[config.mk]
export PLATFORM = sky130hd
export DESIGN_NAME = magnetometer_conditioning_unit
export DESIGN_NICKNAME = d
export VERILOG_FILES = /design/src/mcu_pkg.sv /design/src/mcu_gain_div.sv /design/src/mcu_window_ram.sv /design/src/magnetometer_conditioning_unit.sv
export SDC_FILE = /design/constraint.sdc
export NUM_CORES = 2
export LEC_CHECK = 0
export BUFFER_PORTS_ARGS = -buffer_cell sky130_fd_sc_hd__clkbuf_2
export CAP_MARGIN = 20
export CORE_UTILIZATION = 50
export DETAILED_ROUTE_END_ITERATION = 6
export PLACE_DENSITY_LB_ADDON = 0.12
export SLEW_MARGIN = 5
export SYNTH_ARGS = -nofsm -noshare
export SYNTH_HDL_FRONTEND = slang
export SYNTH_HIERARCHICAL = 1
export SYNTH_SLANG_ARGS = --single-unit
[constraint.sdc]
create_clock -name clock -period 28.7 [get_ports clock]
set_clock_uncertainty 0.15 [all_clocks]
set_input_delay 5.74 -clock clock [delete_from_list [all_inputs] [get_ports clock]]
set_output_delay 5.74 -clock clock [all_outputs]
set_load 0.01 [all_outputs]
[src/mcu_pkg.sv]
`timescale 1ns / 1ps

package mcu_pkg;

   // defaults for the top level parameters
   localparam int WINDOW_LENGTH_DEF      = 10;
   localparam int GAIN_FRACTION_BITS_DEF = 12;

   // calibration sample count after reset
   localparam logic [15:0] CAL_SAMPLES_RESET = 16'd5000;

   // shared multiplier operand and product widths
   localparam int MUL_W  = 25;
   localparam int PROD_W = 2 * MUL_W;

   // a min/max range, always non-negative
   localparam int RANGE_W = 17;

   // throttle limits
   localparam logic [10:0] THR_MIN = 11'd1000;
   localparam logic [10:0] THR_MAX = 11'd2000;

   // motor field model: twelve quadratic terms, four per axis
   localparam int TERM_COUNT = 12;
   typedef logic signed [8:0]  coef_type;
   typedef logic signed [29:0] coef_wide_type;

   localparam coef_type MOTOR_A [TERM_COUNT] = '{
      -9'sd30, -9'sd112, 9'sd100, 9'sd120,
      9'sd8, 9'sd105, 9'sd95, 9'sd119,
      9'sd187, -9'sd152, -9'sd87, -9'sd80};
   localparam coef_type MOTOR_B [TERM_COUNT] = '{
      9'sd0, 9'sd0, 9'sd0, 9'sd0,
      9'sd0, -9'sd6, 9'sd36, 9'sd20,
      9'sd0, 9'sd0, 9'sd0, 9'sd0};
   // constant term already scaled by one million
   localparam coef_wide_type MOTOR_C [TERM_COUNT] = '{
      30'sd0, 30'sd0, 30'sd0, 30'sd0,
      30'sd0, 30'sd3000000, 30'sd3000000, 30'sd1000000,
      30'sd0, 30'sd0, 30'sd0, 30'sd0};

   // term / 1e6 done as (|n| >> 6) * ceil(2^36 / 15625) >> 36, exact below 2^28
   localparam int          MOTOR_PRESHIFT = 6;
   localparam int          MOTOR_SHIFT    = 36;
   localparam logic [22:0] RECIP_MOTOR    = 23'd4398047;

   typedef enum logic [3:0] {
      ST_IDLE,
      ST_SQUARE,
      ST_SCALE,
      ST_TERM_A,
      ST_TERM_B,
      ST_TERM_N,
      ST_TERM_Q,
      ST_CORR_MUL,
      ST_CORR_SAT,
      ST_WRITE,
      ST_AVG_MUL,
      ST_AVG_SAT,
      ST_CAL,
      ST_GAIN_Y,
      ST_GAIN_Z,
      ST_OUT
   } state_type;

   // gain divider request and response
   typedef struct packed {
      logic               start;
      logic [RANGE_W-1:0] num;
      logic [RANGE_W-1:0] den;
   } div_req_type;

   typedef struct packed {
      logic        done;
      logic [15:0] quotient;
   } div_rsp_type;

   // saturate to int16
   function automatic logic signed [15:0] sat16(input logic signed [34:0] v);
      logic signed [15:0] r;
      if (v > 35'sd32767) begin
         r = 16'sh7FFF;
      end else if (v < -35'sd32768) begin
         r = -16'sh8000;
      end else begin
         r = v[15:0];
      end
      return r;
   endfunction

endpackage

[src/mcu_gain_div.sv]
`timescale 1ns / 1ps

module mcu_gain_div #(
   parameter int GAIN_FRACTION_BITS = mcu_pkg::GAIN_FRACTION_BITS_DEF
) (
   input  logic                 clock,
   input  logic                 reset,
   input  mcu_pkg::div_req_type req,
   output mcu_pkg::div_rsp_type rsp
);
   import mcu_pkg::*;

   localparam int          QBITS    = 16;
   localparam int          ACC_W    = RANGE_W + QBITS + 1;
   localparam logic [15:0] GAIN_ONE = 16'(1 << GAIN_FRACTION_BITS);

   logic             busy_ff, busy_in;
   logic             done_ff, done_in;
   logic [ACC_W-1:0] rem_ff, rem_in;
   logic [ACC_W-1:0] dsr_ff, dsr_in;
   logic [15:0]      quo_ff, quo_in;
   logic [3:0]       bit_ff, bit_in;

   logic [ACC_W-1:0] num_ext;
   logic [ACC_W-1:0] den_top;

   // numerator scaled to the gain format, divisor at the saturation point
   assign num_ext = ACC_W'(req.num) << GAIN_FRACTION_BITS;
   assign den_top = ACC_W'(req.den) << QBITS;

   // restoring division, one quotient bit a cycle
   always_comb begin
      busy_in = busy_ff;
      done_in = 1'b0;
      rem_in  = rem_ff;
      dsr_in  = dsr_ff;
      quo_in  = quo_ff;
      bit_in  = bit_ff;
      if (busy_ff) begin
         if (rem_ff >= dsr_ff) begin
            rem_in = rem_ff - dsr_ff;
            quo_in = quo_ff | (16'd1 << bit_ff);
         end
         dsr_in = dsr_ff >> 1;
         if (bit_ff == 4'd0) begin
            busy_in = 1'b0;
            done_in = 1'b1;
         end else begin
            bit_in = bit_ff - 4'd1;
         end
      end else if (req.start) begin
         if (req.den == '0) begin
            // zero range keeps unity gain
            quo_in  = GAIN_ONE;
            done_in = 1'b1;
         end else if (num_ext >= den_top) begin
            quo_in  = 16'hFFFF;
            done_in = 1'b1;
         end else begin
            quo_in  = '0;
            rem_in  = num_ext;
            dsr_in  = den_top >> 1;
            bit_in  = 4'd15;
            busy_in = 1'b1;
         end
      end
   end

   always_ff @(posedge clock) begin
      if (reset) begin
         busy_ff <= 1'b0;
         done_ff <= 1'b0;
      end else begin
         busy_ff <= busy_in;
         done_ff <= done_in;
      end
      rem_ff <= rem_in;
      dsr_ff <= dsr_in;
      quo_ff <= quo_in;
      bit_ff <= bit_in;
   end

   assign rsp.done     = done_ff;
   assign rsp.quotient = quo_ff;

endmodule

[src/mcu_window_ram.sv]
`timescale 1ns / 1ps

module mcu_window_ram #(
   parameter int WINDOW_LENGTH = mcu_pkg::WINDOW_LENGTH_DEF
) (
   input  logic                             clock,
   input  logic                             reset,
   input  logic                             rd_en,
   input  logic [$clog2(WINDOW_LENGTH)-1:0] rd_addr,
   input  logic                             wr_en,
   input  logic [$clog2(WINDOW_LENGTH)-1:0] wr_addr,
   input  logic [47:0]                      wr_data,
   output logic [47:0]                      rd_data
);
   import mcu_pkg::*;

   logic [47:0]              mem_ff [WINDOW_LENGTH];
   logic [WINDOW_LENGTH-1:0] valid_ff;
   logic [47:0]              rd_data_ff;
   logic                     rd_valid_ff;

   // row valid bits, cleared at reset so the window starts at zero
   always_ff @(posedge clock) begin
      if (reset) begin
         valid_ff <= '0;
      end else if (wr_en) begin
         valid_ff[wr_addr] <= 1'b1;
      end
   end

   // sample storage, registered read
   always_ff @(posedge clock) begin
      if (wr_en) begin
         mem_ff[wr_addr] <= wr_data;
      end
      if (rd_en) begin
         rd_data_ff  <= mem_ff[rd_addr];
         rd_valid_ff <= valid_ff[rd_addr];
      end
   end

   assign rd_data = rd_valid_ff ? rd_data_ff : '0;

endmodule

[src/magnetometer_conditioning_unit.sv]
`timescale 1ns / 1ps

// Magnetometer conditioning: offset/gain correction, motor field removal,
// moving average and min/max calibration for one three-axis sample a beat.
//
// Input channel req_*: one raw sample with throttle and a calibration start
// flag per beat. A beat is taken when req_valid is high and req_stall low;
// req_stall stays high from acceptance until the result is in the output
// register. Result channel rsp_*: one result beat per input beat, held in an
// output register until the receiver drops rsp_stall. A finished result
// waits there while the block is idle; a following item runs meanwhile and
// waits only at its end if the previous result is still held.
// All multiplications run through one shared 25x25 multiplier under a sequencer:
// two setup products, three per motor term (twelve terms), one per axis for
// correction and one per axis for the average. On the sample that ends
// calibration the gain divider runs two divisions, one after the other.
// csr_wr_en/csr_wr_data set the calibration sample count; write it only while idle (not enforced by the block).
// Synchronous reset clears offsets, min/max, counters and the window (through
// row valid bits, no clearing pass) and sets both gains to unity.

module magnetometer_conditioning_unit #(
   parameter int WINDOW_LENGTH      = mcu_pkg::WINDOW_LENGTH_DEF,
   parameter int GAIN_FRACTION_BITS = mcu_pkg::GAIN_FRACTION_BITS_DEF
) (
   input  logic               clock,
   input  logic               reset,
   input  logic               req_valid,
   output logic               req_stall,
   input  logic signed [15:0] req_raw_x,
   input  logic signed [15:0] req_raw_y,
   input  logic signed [15:0] req_raw_z,
   input  logic [10:0]        req_throttle,
   input  logic               req_begin_calibration,
   output logic               rsp_valid,
   input  logic               rsp_stall,
   output logic signed [15:0] rsp_average_x,
   output logic signed [15:0] rsp_average_y,
   output logic signed [15:0] rsp_average_z,
   output logic signed [15:0] rsp_corrected_x,
   output logic signed [15:0] rsp_corrected_y,
   output logic signed [15:0] rsp_corrected_z,
   output logic               rsp_calibrating,
   output logic               rsp_calibration_done,
   input  logic               csr_wr_en,
   input  logic [15:0]        csr_wr_data
);
   import mcu_pkg::*;

   localparam int          IDX_W     = $clog2(WINDOW_LENGTH);
   localparam int          SUM_W     = 16 + IDX_W;
   localparam int          AVG_SHIFT = SUM_W + IDX_W;
   localparam logic [63:0] RECIP_W   =
      ((64'd1 << AVG_SHIFT) + 64'(WINDOW_LENGTH) - 64'd1) / 64'(WINDOW_LENGTH);
   localparam logic [15:0] GAIN_ONE  = 16'(1 << GAIN_FRACTION_BITS);
   localparam logic [33:0] ROUND_ADJ = 34'((1 << GAIN_FRACTION_BITS) - 1);

   state_type state_ff, state_in;

   logic signed [15:0]      raw_ff [3];
   logic signed [15:0]      raw_in [3];
   logic [9:0]              t_ff, t_in;
   logic [19:0]             tt_ff, tt_in;
   logic [19:0]             t1k_ff, t1k_in;
   logic signed [29:0]      nacc_ff, nacc_in;
   logic [3:0]              term_ff, term_in;
   logic [1:0]              axis_ff, axis_in;
   logic                    neg_ff, neg_in;
   logic signed [10:0]      moto_ff [3];
   logic signed [10:0]      moto_in [3];
   logic signed [15:0]      corr_ff [3];
   logic signed [15:0]      corr_in [3];
   logic signed [15:0]      avg_ff [3];
   logic signed [15:0]      avg_in [3];
   logic signed [15:0]      off_ff [3];
   logic signed [15:0]      off_in [3];
   logic [15:0]             gain_ff [2];
   logic [15:0]             gain_in [2];
   logic signed [15:0]      min_ff [3];
   logic signed [15:0]      min_in [3];
   logic signed [15:0]      max_ff [3];
   logic signed [15:0]      max_in [3];
   logic signed [SUM_W-1:0] sum_ff [3];
   logic signed [SUM_W-1:0] sum_in [3];
   logic [RANGE_W-1:0]      rx_ff, rx_in;
   logic [RANGE_W-1:0]      rz_ff, rz_in;
   logic [IDX_W-1:0]        idx_ff, idx_in;
   logic [15:0]             count_ff, count_in;
   logic                    cal_ff, cal_in;
   logic                    done_ff, done_in;
   logic [15:0]             csr_ff;

   logic signed [15:0] out_avg_ff [3];
   logic signed [15:0] out_avg_in [3];
   logic signed [15:0] out_corr_ff [3];
   logic signed [15:0] out_corr_in [3];
   logic               out_cal_ff, out_cal_in;
   logic               out_done_ff, out_done_in;
   logic               rsp_valid_ff, rsp_valid_in;

   // shared multiplier
   logic signed [MUL_W-1:0]  mul_a, mul_b;
   logic signed [PROD_W-1:0] prod_ff;

   logic        win_rd_en, win_wr_en;
   logic [47:0] win_wr_data, win_rd_data;

   div_req_type div_req;
   div_rsp_type div_rsp;

   logic accept;
   assign accept    = req_valid && !req_stall;
   assign req_stall = (state_ff != ST_IDLE);

   // sequencer and datapath next state
   always_comb begin
      logic [10:0]             thr;
      logic                    cal_now;
      logic signed [29:0]      n_val;
      logic [29:0]             n_mag;
      logic [8:0]              q_mot;
      logic signed [15:0]      d_val;
      logic [15:0]             g_val;
      logic signed [33:0]      p_val;
      logic signed [33:0]      p_adj;
      logic signed [33:0]      p_sh;
      logic signed [15:0]      w_val [3];
      logic signed [15:0]      old_val;
      logic [SUM_W-1:0]        s_mag;
      logic [16:0]             q_avg;
      logic signed [RANGE_W-1:0] mid;
      logic [RANGE_W-1:0]      rng [3];
      logic [15:0]             cnt_next;

      state_in     = state_ff;
      raw_in       = raw_ff;
      t_in         = t_ff;
      tt_in        = tt_ff;
      t1k_in       = t1k_ff;
      nacc_in      = nacc_ff;
      term_in      = term_ff;
      axis_in      = axis_ff;
      neg_in       = neg_ff;
      moto_in      = moto_ff;
      corr_in      = corr_ff;
      avg_in       = avg_ff;
      off_in       = off_ff;
      gain_in      = gain_ff;
      min_in       = min_ff;
      max_in       = max_ff;
      sum_in       = sum_ff;
      rx_in        = rx_ff;
      rz_in        = rz_ff;
      idx_in       = idx_ff;
      count_in     = count_ff;
      cal_in       = cal_ff;
      done_in      = done_ff;
      out_avg_in   = out_avg_ff;
      out_corr_in  = out_corr_ff;
      out_cal_in   = out_cal_ff;
      out_done_in  = out_done_ff;
      rsp_valid_in = rsp_valid_ff && rsp_stall;

      mul_a       = '0;
      mul_b       = '0;
      win_rd_en   = 1'b0;
      win_wr_en   = 1'b0;
      win_wr_data = '0;
      div_req     = '0;

      thr      = '0;
      cal_now  = 1'b0;
      n_val    = '0;
      n_mag    = '0;
      q_mot    = '0;
      d_val    = '0;
      g_val    = '0;
      p_val    = '0;
      p_adj    = '0;
      p_sh     = '0;
      w_val    = '{default: '0};
      old_val  = '0;
      s_mag    = '0;
      q_avg    = '0;
      mid      = '0;
      rng      = '{default: '0};
      cnt_next = '0;

      unique case (state_ff)
         ST_IDLE: begin
            if (accept) begin
               raw_in[0] = req_raw_x;
               raw_in[1] = req_raw_y;
               raw_in[2] = req_raw_z;
               // clamp throttle to its band
               thr = req_throttle;
               if (thr < THR_MIN) begin
                  thr = THR_MIN;
               end else if (thr > THR_MAX) begin
                  thr = THR_MAX;
               end
               t_in = 10'(thr - THR_MIN);
               // calibration forces unity correction
               cal_now = cal_ff || req_begin_calibration;
               cal_in  = cal_now;
               if (cal_now) begin
                  off_in  = '{default: '0};
                  gain_in = '{default: GAIN_ONE};
               end
               moto_in  = '{default: '0};
               done_in  = 1'b0;
               term_in  = '0;
               axis_in  = '0;
               state_in = ST_SQUARE;
            end
         end
         ST_SQUARE: begin
            mul_a    = MUL_W'(t_ff);
            mul_b    = MUL_W'(t_ff);
            state_in = ST_SCALE;
         end
         ST_SCALE: begin
            mul_a    = MUL_W'(t_ff);
            mul_b    = MUL_W'(11'd1000);
            tt_in    = prod_ff[19:0];
            state_in = ST_TERM_A;
         end
         ST_TERM_A: begin
            if (term_ff == 4'd0) begin
               t1k_in = prod_ff[19:0];
            end
            mul_a    = MUL_W'(MOTOR_A[term_ff]);
            mul_b    = MUL_W'(tt_ff);
            state_in = ST_TERM_B;
         end
         ST_TERM_B: begin
            nacc_in  = signed'(prod_ff[29:0]);
            mul_a    = MUL_W'(MOTOR_B[term_ff]);
            mul_b    = MUL_W'(t1k_ff);
            state_in = ST_TERM_N;
         end
         ST_TERM_N: begin
            // full term numerator, then truncating divide by one million
            n_val    = nacc_ff + signed'(prod_ff[29:0]) + MOTOR_C[term_ff];
            n_mag    = n_val[29] ? 30'(-n_val) : 30'(n_val);
            neg_in   = n_val[29];
            mul_a    = MUL_W'(n_mag[27:MOTOR_PRESHIFT]);
            mul_b    = MUL_W'(RECIP_MOTOR);
            state_in = ST_TERM_Q;
         end
         ST_TERM_Q: begin
            q_mot = prod_ff[MOTOR_SHIFT +: 9];
            if (neg_ff) begin
               moto_in[term_ff[3:2]] = moto_ff[term_ff[3:2]] - 11'(q_mot);
            end else begin
               moto_in[term_ff[3:2]] = moto_ff[term_ff[3:2]] + 11'(q_mot);
            end
            if (term_ff == 4'(TERM_COUNT - 1)) begin
               axis_in  = '0;
               state_in = ST_CORR_MUL;
            end else begin
               term_in  = term_ff + 4'd1;
               state_in = ST_TERM_A;
            end
         end
         ST_CORR_MUL: begin
            d_val    = raw_ff[axis_ff] - off_ff[axis_ff];
            g_val    = (axis_ff == 2'd0) ? GAIN_ONE : gain_ff[axis_ff[1]];
            mul_a    = MUL_W'(g_val);
            mul_b    = MUL_W'(d_val);
            // fetch the oldest window row early
            win_rd_en = (axis_ff == 2'd0);
            state_in = ST_CORR_SAT;
         end
         ST_CORR_SAT: begin
            // gain product, truncated toward zero
            p_val = signed'(prod_ff[33:0]);
            p_adj = p_val[33] ? p_val + signed'(ROUND_ADJ) : p_val;
            p_sh  = p_adj >>> GAIN_FRACTION_BITS;
            corr_in[axis_ff] = sat16(35'(p_sh));
            if (axis_ff == 2'd2) begin
               axis_in  = '0;
               state_in = ST_WRITE;
            end else begin
               axis_in  = axis_ff + 2'd1;
               state_in = ST_CORR_MUL;
            end
         end
         ST_WRITE: begin
            // motor removal, window write and running sums
            for (int j = 0; j < 3; j++) begin
               w_val[j]  = sat16(35'(corr_ff[j]) - 35'(moto_ff[j]));
               old_val   = signed'(win_rd_data[16*j +: 16]);
               sum_in[j] = sum_ff[j] + SUM_W'(w_val[j]) - SUM_W'(old_val);
            end
            win_wr_en   = 1'b1;
            win_wr_data = {w_val[2], w_val[1], w_val[0]};
            idx_in      = (idx_ff == IDX_W'(WINDOW_LENGTH - 1)) ? '0 : idx_ff + 1'b1;
            axis_in     = '0;
            state_in    = ST_AVG_MUL;
         end
         ST_AVG_MUL: begin
            s_mag    = sum_ff[axis_ff][SUM_W-1] ? SUM_W'(-sum_ff[axis_ff])
                                                : SUM_W'(sum_ff[axis_ff]);
            neg_in   = sum_ff[axis_ff][SUM_W-1];
            mul_a    = MUL_W'(s_mag);
            mul_b    = MUL_W'(RECIP_W);
            state_in = ST_AVG_SAT;
         end
         ST_AVG_SAT: begin
            q_avg = prod_ff[AVG_SHIFT +: 17];
            avg_in[axis_ff] = neg_ff ? 16'(-q_avg) : 16'(q_avg);
            if (axis_ff == 2'd2) begin
               state_in = ST_CAL;
            end else begin
               axis_in  = axis_ff + 2'd1;
               state_in = ST_AVG_MUL;
            end
         end
         ST_CAL: begin
            state_in = ST_OUT;
            if (cal_ff) begin
               for (int j = 0; j < 3; j++) begin
                  if (corr_ff[j] < min_ff[j]) begin
                     min_in[j] = corr_ff[j];
                  end
                  if (corr_ff[j] > max_ff[j]) begin
                     max_in[j] = corr_ff[j];
                  end
               end
               cnt_next = count_ff + 16'd1;
               count_in = cnt_next;
               if (cnt_next == csr_ff) begin
                  // midpoints and ranges from the updated extremes
                  for (int j = 0; j < 3; j++) begin
                     mid       = RANGE_W'(min_in[j]) + RANGE_W'(max_in[j]);
                     mid       = mid + (mid[RANGE_W-1] ? 17'sd1 : 17'sd0);
                     off_in[j] = 16'(mid >>> 1);
                     rng[j]    = RANGE_W'(max_in[j]) - RANGE_W'(min_in[j]);
                  end
                  rx_in         = rng[0];
                  rz_in         = rng[2];
                  div_req.start = 1'b1;
                  div_req.num   = rng[0];
                  div_req.den   = rng[1];
                  cal_in        = 1'b0;
                  count_in      = '0;
                  done_in       = 1'b1;
                  state_in      = ST_GAIN_Y;
               end
            end
         end
         ST_GAIN_Y: begin
            if (div_rsp.done) begin
               gain_in[0]    = div_rsp.quotient;
               div_req.start = 1'b1;
               div_req.num   = rx_ff;
               div_req.den   = rz_ff;
               state_in      = ST_GAIN_Z;
            end
         end
         ST_GAIN_Z: begin
            if (div_rsp.done) begin
               gain_in[1] = div_rsp.quotient;
               state_in   = ST_OUT;
            end
         end
         ST_OUT: begin
            // load the output register once it is free
            if (!rsp_valid_ff || !rsp_stall) begin
               out_avg_in   = avg_ff;
               out_corr_in  = corr_ff;
               out_cal_in   = cal_ff;
               out_done_in  = done_ff;
               rsp_valid_in = 1'b1;
               state_in     = ST_IDLE;
            end
         end
         default: begin
            state_in = ST_IDLE;
         end
      endcase
   end

   // state register
   always_ff @(posedge clock) begin
      if (reset) begin
         state_ff <= ST_IDLE;
      end else begin
         state_ff <= state_in;
      end
   end

   // control and architectural state
   always_ff @(posedge clock) begin
      if (reset) begin
         off_ff       <= '{default: '0};
         gain_ff      <= '{default: GAIN_ONE};
         min_ff       <= '{default: '0};
         max_ff       <= '{default: '0};
         sum_ff       <= '{default: '0};
         idx_ff       <= '0;
         count_ff     <= '0;
         cal_ff       <= 1'b0;
         done_ff      <= 1'b0;
         rsp_valid_ff <= 1'b0;
         csr_ff       <= CAL_SAMPLES_RESET;
      end else begin
         off_ff       <= off_in;
         gain_ff      <= gain_in;
         min_ff       <= min_in;
         max_ff       <= max_in;
         sum_ff       <= sum_in;
         idx_ff       <= idx_in;
         count_ff     <= count_in;
         cal_ff       <= cal_in;
         done_ff      <= done_in;
         rsp_valid_ff <= rsp_valid_in;
         if (csr_wr_en) begin
            csr_ff <= csr_wr_data;
         end
      end
   end

   // working registers and product
   always_ff @(posedge clock) begin
      prod_ff     <= mul_a * mul_b;
      raw_ff      <= raw_in;
      t_ff        <= t_in;
      tt_ff       <= tt_in;
      t1k_ff      <= t1k_in;
      nacc_ff     <= nacc_in;
      term_ff     <= term_in;
      axis_ff     <= axis_in;
      neg_ff      <= neg_in;
      moto_ff     <= moto_in;
      corr_ff     <= corr_in;
      avg_ff      <= avg_in;
      rx_ff       <= rx_in;
      rz_ff       <= rz_in;
      out_avg_ff  <= out_avg_in;
      out_corr_ff <= out_corr_in;
      out_cal_ff  <= out_cal_in;
      out_done_ff <= out_done_in;
   end

   mcu_window_ram #(
      .WINDOW_LENGTH(WINDOW_LENGTH)
   ) u_window (
      .clock   (clock),
      .reset   (reset),
      .rd_en   (win_rd_en),
      .rd_addr (idx_ff),
      .wr_en   (win_wr_en),
      .wr_addr (idx_ff),
      .wr_data (win_wr_data),
      .rd_data (win_rd_data)
   );

   mcu_gain_div #(
      .GAIN_FRACTION_BITS(GAIN_FRACTION_BITS)
   ) u_gain_div (
      .clock (clock),
      .reset (reset),
      .req   (div_req),
      .rsp   (div_rsp)
   );

   assign rsp_valid            = rsp_valid_ff;
   assign rsp_average_x        = out_avg_ff[0];
   assign rsp_average_y        = out_avg_ff[1];
   assign rsp_average_z        = out_avg_ff[2];
   assign rsp_corrected_x      = out_corr_ff[0];
   assign rsp_corrected_y      = out_corr_ff[1];
   assign rsp_corrected_z      = out_corr_ff[2];
   assign rsp_calibrating      = out_cal_ff;
   assign rsp_calibration_done = out_done_ff;

   // finishing calibration always leaves calibration mode
   a_done_not_cal: assert property (@(posedge clock) disable iff (reset)
      rsp_valid |-> !(rsp_calibrating && rsp_calibration_done))
      else $error("calibration done while still calibrating");

   // window pointer stays inside the window
   a_idx_range: assert property (@(posedge clock) disable iff (reset)
      idx_ff <= IDX_W'(WINDOW_LENGTH - 1))
      else $error("window index out of range");

   // an accepted beat starts the sequence
   a_accept_start: assert property (@(posedge clock) disable iff (reset)
      accept |=> (state_ff == ST_SQUARE))
      else $error("accepted beat did not start the sequence");

   // divider results arrive only while gains are being computed
   a_div_window: assert property (@(posedge clock) disable iff (reset)
      div_rsp.done |-> (state_ff == ST_GAIN_Y || state_ff == ST_GAIN_Z))
      else $error("unexpected divider result");

endmodule
==> results by group <==
Status
  – Outcome: complete, but fails checks
  – Failing checks: design-rule violations

Die
  – DIE WIDTH: about 440 um
  – Core ar.: 0.188 mm^2
  – Row count: 159
  – Die Ht: approximately 440 um
  – Top-Level Pins: ~180
  – Die ar.: between 0.15 and 0.2 mm^2
  – Starting Density: 0.504

Clock tree
  – Root Driver: clkbuf_16
  – CTS Buffer Depth: 3
  – Worst skew pair latency: approximately 840 ps
  – Reg clk slew, reported paths: 60 ps
  – Clock buffer count from CTS: 151
  – Clk sinks: between 1,000 and 1,500
  – CTS resizes: 0
  – Setup Buffers After CTS: 0
  – Htree depth: 4
  – CTS tree: done
  – Hold-fix buffers at CTS: 0

Synthesis
  – Top_reg_cell synth: edfxtp_1
  – Mapped Area: between 0.09 and 0.1 mm^2
  – Post-synth EDFFs: 1,011
  – Largest family of logic cells by synthesized area: adder cells
  – Post-Synth Adder-Cell Area: 0.217
  – Asr flop ratio synth: 0
  – Synth Area in Compound Gates: 0.126
  – Yosys warnings: 6
  – Synth Area in Simple Gates: 0.111
  – Post-synthesis xor/xnor area fraction: 0.0397
  – Sequential share of the synthesized area: 0.391
  – #FFs+latches synth: around 1,300
  – Yosys cell types: 110
  – Mux share of post-synthesis cell area: 0.0480
  – Syn Inst Count: between 9,000 and 10,000
  – Mean post-synth cell area: roughly 10 um^2

Drt
  – Routed Antenna Nets: 0
  – Routed wire length per instance: between 20 and 25 um
  – Drt first pass iters: 7
  – # DRC: 8
  – Iter 0 DRT Violations: roughly 6,000
  – Post-Route WL: between 200 and 300 mm
  – Via density: approximately 5.8
  – Via count: between 60,000 and 70,000

Worst hold path
  – Hold endpoint: rsp_average_z[5]
  – Hold Path Stages: 0
  – Hold Startpoint: avg_ff[5]
  – Hold WC Path Type: flip-flop to flip-flop

Global route
  – GRT Overall Usage: 0.299
  – Initial antenna violation count: 14
  – Largest net degree at the start of global routing: 100
  – Vias in the first global route: a little under 70,000
  – GRT overflow: 0
  – First-pass GRT wire length: roughly 430 mm

STA
  – Setup tns final: 0 ps
  – Unrepaired setup endpoints after global routing: no
  – Final cycle utilization of the critical path: 0.488
  – Min Tclk post-route: approximately 14,000 ps
  – Final WS setup: 14,680 ps
  – Max Clock Freq: 71.3 MHz
  – Final Max Tran Viols: 0
  – Measured slew at the worst slew-check pin: between 1000 and 1500 ps
  – Final setup violation count: 0
  – Final count of hold timing violations: 0
  – Relative slew slack: 0.224

Critical path
  – CP delay by family, top: simple AND/OR/NAND/NOR gates
  – CP most frequent cell: fa_1
  – Critical path arrival: between 10,000 and 15,000 ps
  – R2R Path End: prod_ff[43]
  – WP buf/inv: 3
  – R2R depth: 36
  – Crit-path max cell delay: just over 1000 ps
  – Critical Path Start: term_ff[2]
  – CP Capture Type: flip-flop
  – R2r startpoint: term_ff[2]
  – Crit Path Max Fanout: 27
  – Max stage delay cell, worst path: nor2_1
  – Worst EP required: a little under 30,000 ps
  – Startpoint types: flip-flop
  – CP Class: flip-flop to flip-flop
  – Worst R2R Setup Slack: approximately 15,000 ps

Finish
  – FF+latch area: between 0.03 and 0.04 mm^2
  – Fillers: about 16,000
  – # nets final: 10,627
  – Layout cells sized above 1: 0.0928
  – Final std cells w/o fill: between 10,000 and 15,000
  – Area Overhead vs Synth: 9.44%
  – Multi-input logic area: around 0.052 mm^2

Placed design
  – PortBufs: 180
  – Placed insts: around 12,000
  – Post-DP HPWL: 217 mm
  – Pre-CTS setup slack: 14,930 ps
  – Final Wtd Congestion: just under 1

Pwr
  – Flop pwr share: 0.335
  – P_sw: ~2.5 mW
  – Peak supply drop: around 0.000047 V
  – Clock network power share: 0.299
  – Cell area power density: ~66 mW/mm^2
  – Internal power: 4.26 mW
  – Combinational share of power: 0.367
  – Net Sw Frac: 0.373
  – Static leakage: approximately 41 nW

Run
  – Max Cap Viol: 0
## cell families after synthesis
group	Yosys count
AND/OR/NAND/NOR	2310
AO/OA/AOI/OAI	1821
buffers and inverters	1618
flip-flops	1347
adder cells (fa/ha/maj)	1245
multiplexers	432
XOR/XNOR	430
other	2
## routing by layer
| metal | vias up | GRT usage | part of all wire |
|---|---|---|---|
| li1 | 31637 | - | - |
| met2 | 2381 | 0.475 | 0.46 |
| met5 | - | 0 | 0.00012 |
| met1 | 34161 | 0.404 | 0.43 |
| met3 | 479 | 0.0547 | 0.071 |
| met4 | 6 | 0.119 | 0.043 |
## power by group through the flow
stage	clock network [mW]	logic, mW	registers, mW
detailed placement	0	2.45	2.31
floorplan	0	1.73	2.26
global placement	0	2.42	2.31
global route	2.13	2.74	2.27
CTS	2.06	2.47	2.27
finish	2.03	2.49	2.27
## sequential cells by signal (all words and copies together), names as in the netlist, 20 cells and up
signal / cells
u_window/rd_data_ff: 48
tt_ff: 20
t1k_ff: 20
moto_ff: 33
nacc_ff: 30
gain_ff: 32
min_ff: 48
u_window/mem_ff: 480
corr_ff: 48
sum_ff: 60
prod_ff: 45
u_gain_div/dsr_ff: 32
avg_ff: 48
u_gain_div/rem_ff: 34
off_ff: 48
raw_ff: 48
max_ff: 48
## placed cells by master, fill, tap and decap left out, drive strengths merged, types with 59 or more instances in the layout
master / netlist / final
o31ai: 72 / 72
nand2: 770 / 770
fa: 660 / 660
nor2b: 92 / 92
a21oi: 569 / 569
nor2: 777 / 777
xor2: 127 / 127
a21o: 134 / 134
buf: 101 / 140
inv: 1226 / 1237
and2: 138 / 138
dfxtp: 336 / 336
a22o: 98 / 98
clkbuf: 290 / 373
o22ai: 72 / 72
edfxtp: 1011 / 1011
xnor2: 303 / 303
ha: 585 / 585
nor3: 113 / 113
mux2: 169 / 169
nand3: 111 / 111
o21ai: 368 / 368
mux2i: 262 / 262
nand2b: 59 / 59
o21a: 73 / 73
## synthesized netlist by cell type (127+ instances only)
library cell,count,area [um^2]
ha_1,585,7320
edfxtp_1,1011,30400
fa_1,660,13200
xnor2_1,303,2650
nor2_1,776,2910
xor2_1,127,1110
dfxtp_1,336,6730
a21oi_1,567,2840
mux2i_1,262,2620
nand2_1,770,2890
a21o_1,134,1010
and2_1,132,826
clkbuf_1,289,1080
o21ai_0,338,1690
inv_1,1223,4590
mux2_2,169,1900
## stage by stage
stage | util | cell area (um^2) | total power [mW] | hold slack [ps]
after floorplan | - | 94800 | 3.99 | 250
after global placement | 0.523 | 98400 | 4.73 | 251
after detailed placement | 0.524 | 98400 | 4.76 | 255
after CTS | 0.551 | 104000 | 6.80 | 244
after global routing | 0.552 | 104000 | 7.15 | 260
final | 0.552 | 104000 | 6.79 | 248
## layout make-up
class	instances	area share
repair buffers	320	0.0193
clock buffers	193	0.0390
well taps	2495	0.0301
diodes	7	0.000169
flip-flops and latches	1347	0.358
inverters	1227	0.0444
multi-input cells	6254	0.498
clock inverters	86	0.0110
## worst max-delay path by stage
stage	slack, ps	depth (start not counted)	end
2_1_floorplan	16660	48	prod_ff[44]
3_3_place_gp	15240	39	prod_ff[44]
3_5_place_dp	14930	38	prod_ff[41]
4_1_cts	14910	38	prod_ff[41]
5_1_grt	13850	38	prod_ff[41]
6_report	14680	36	prod_ff[43]
Power figures use the tool's default switching activity.
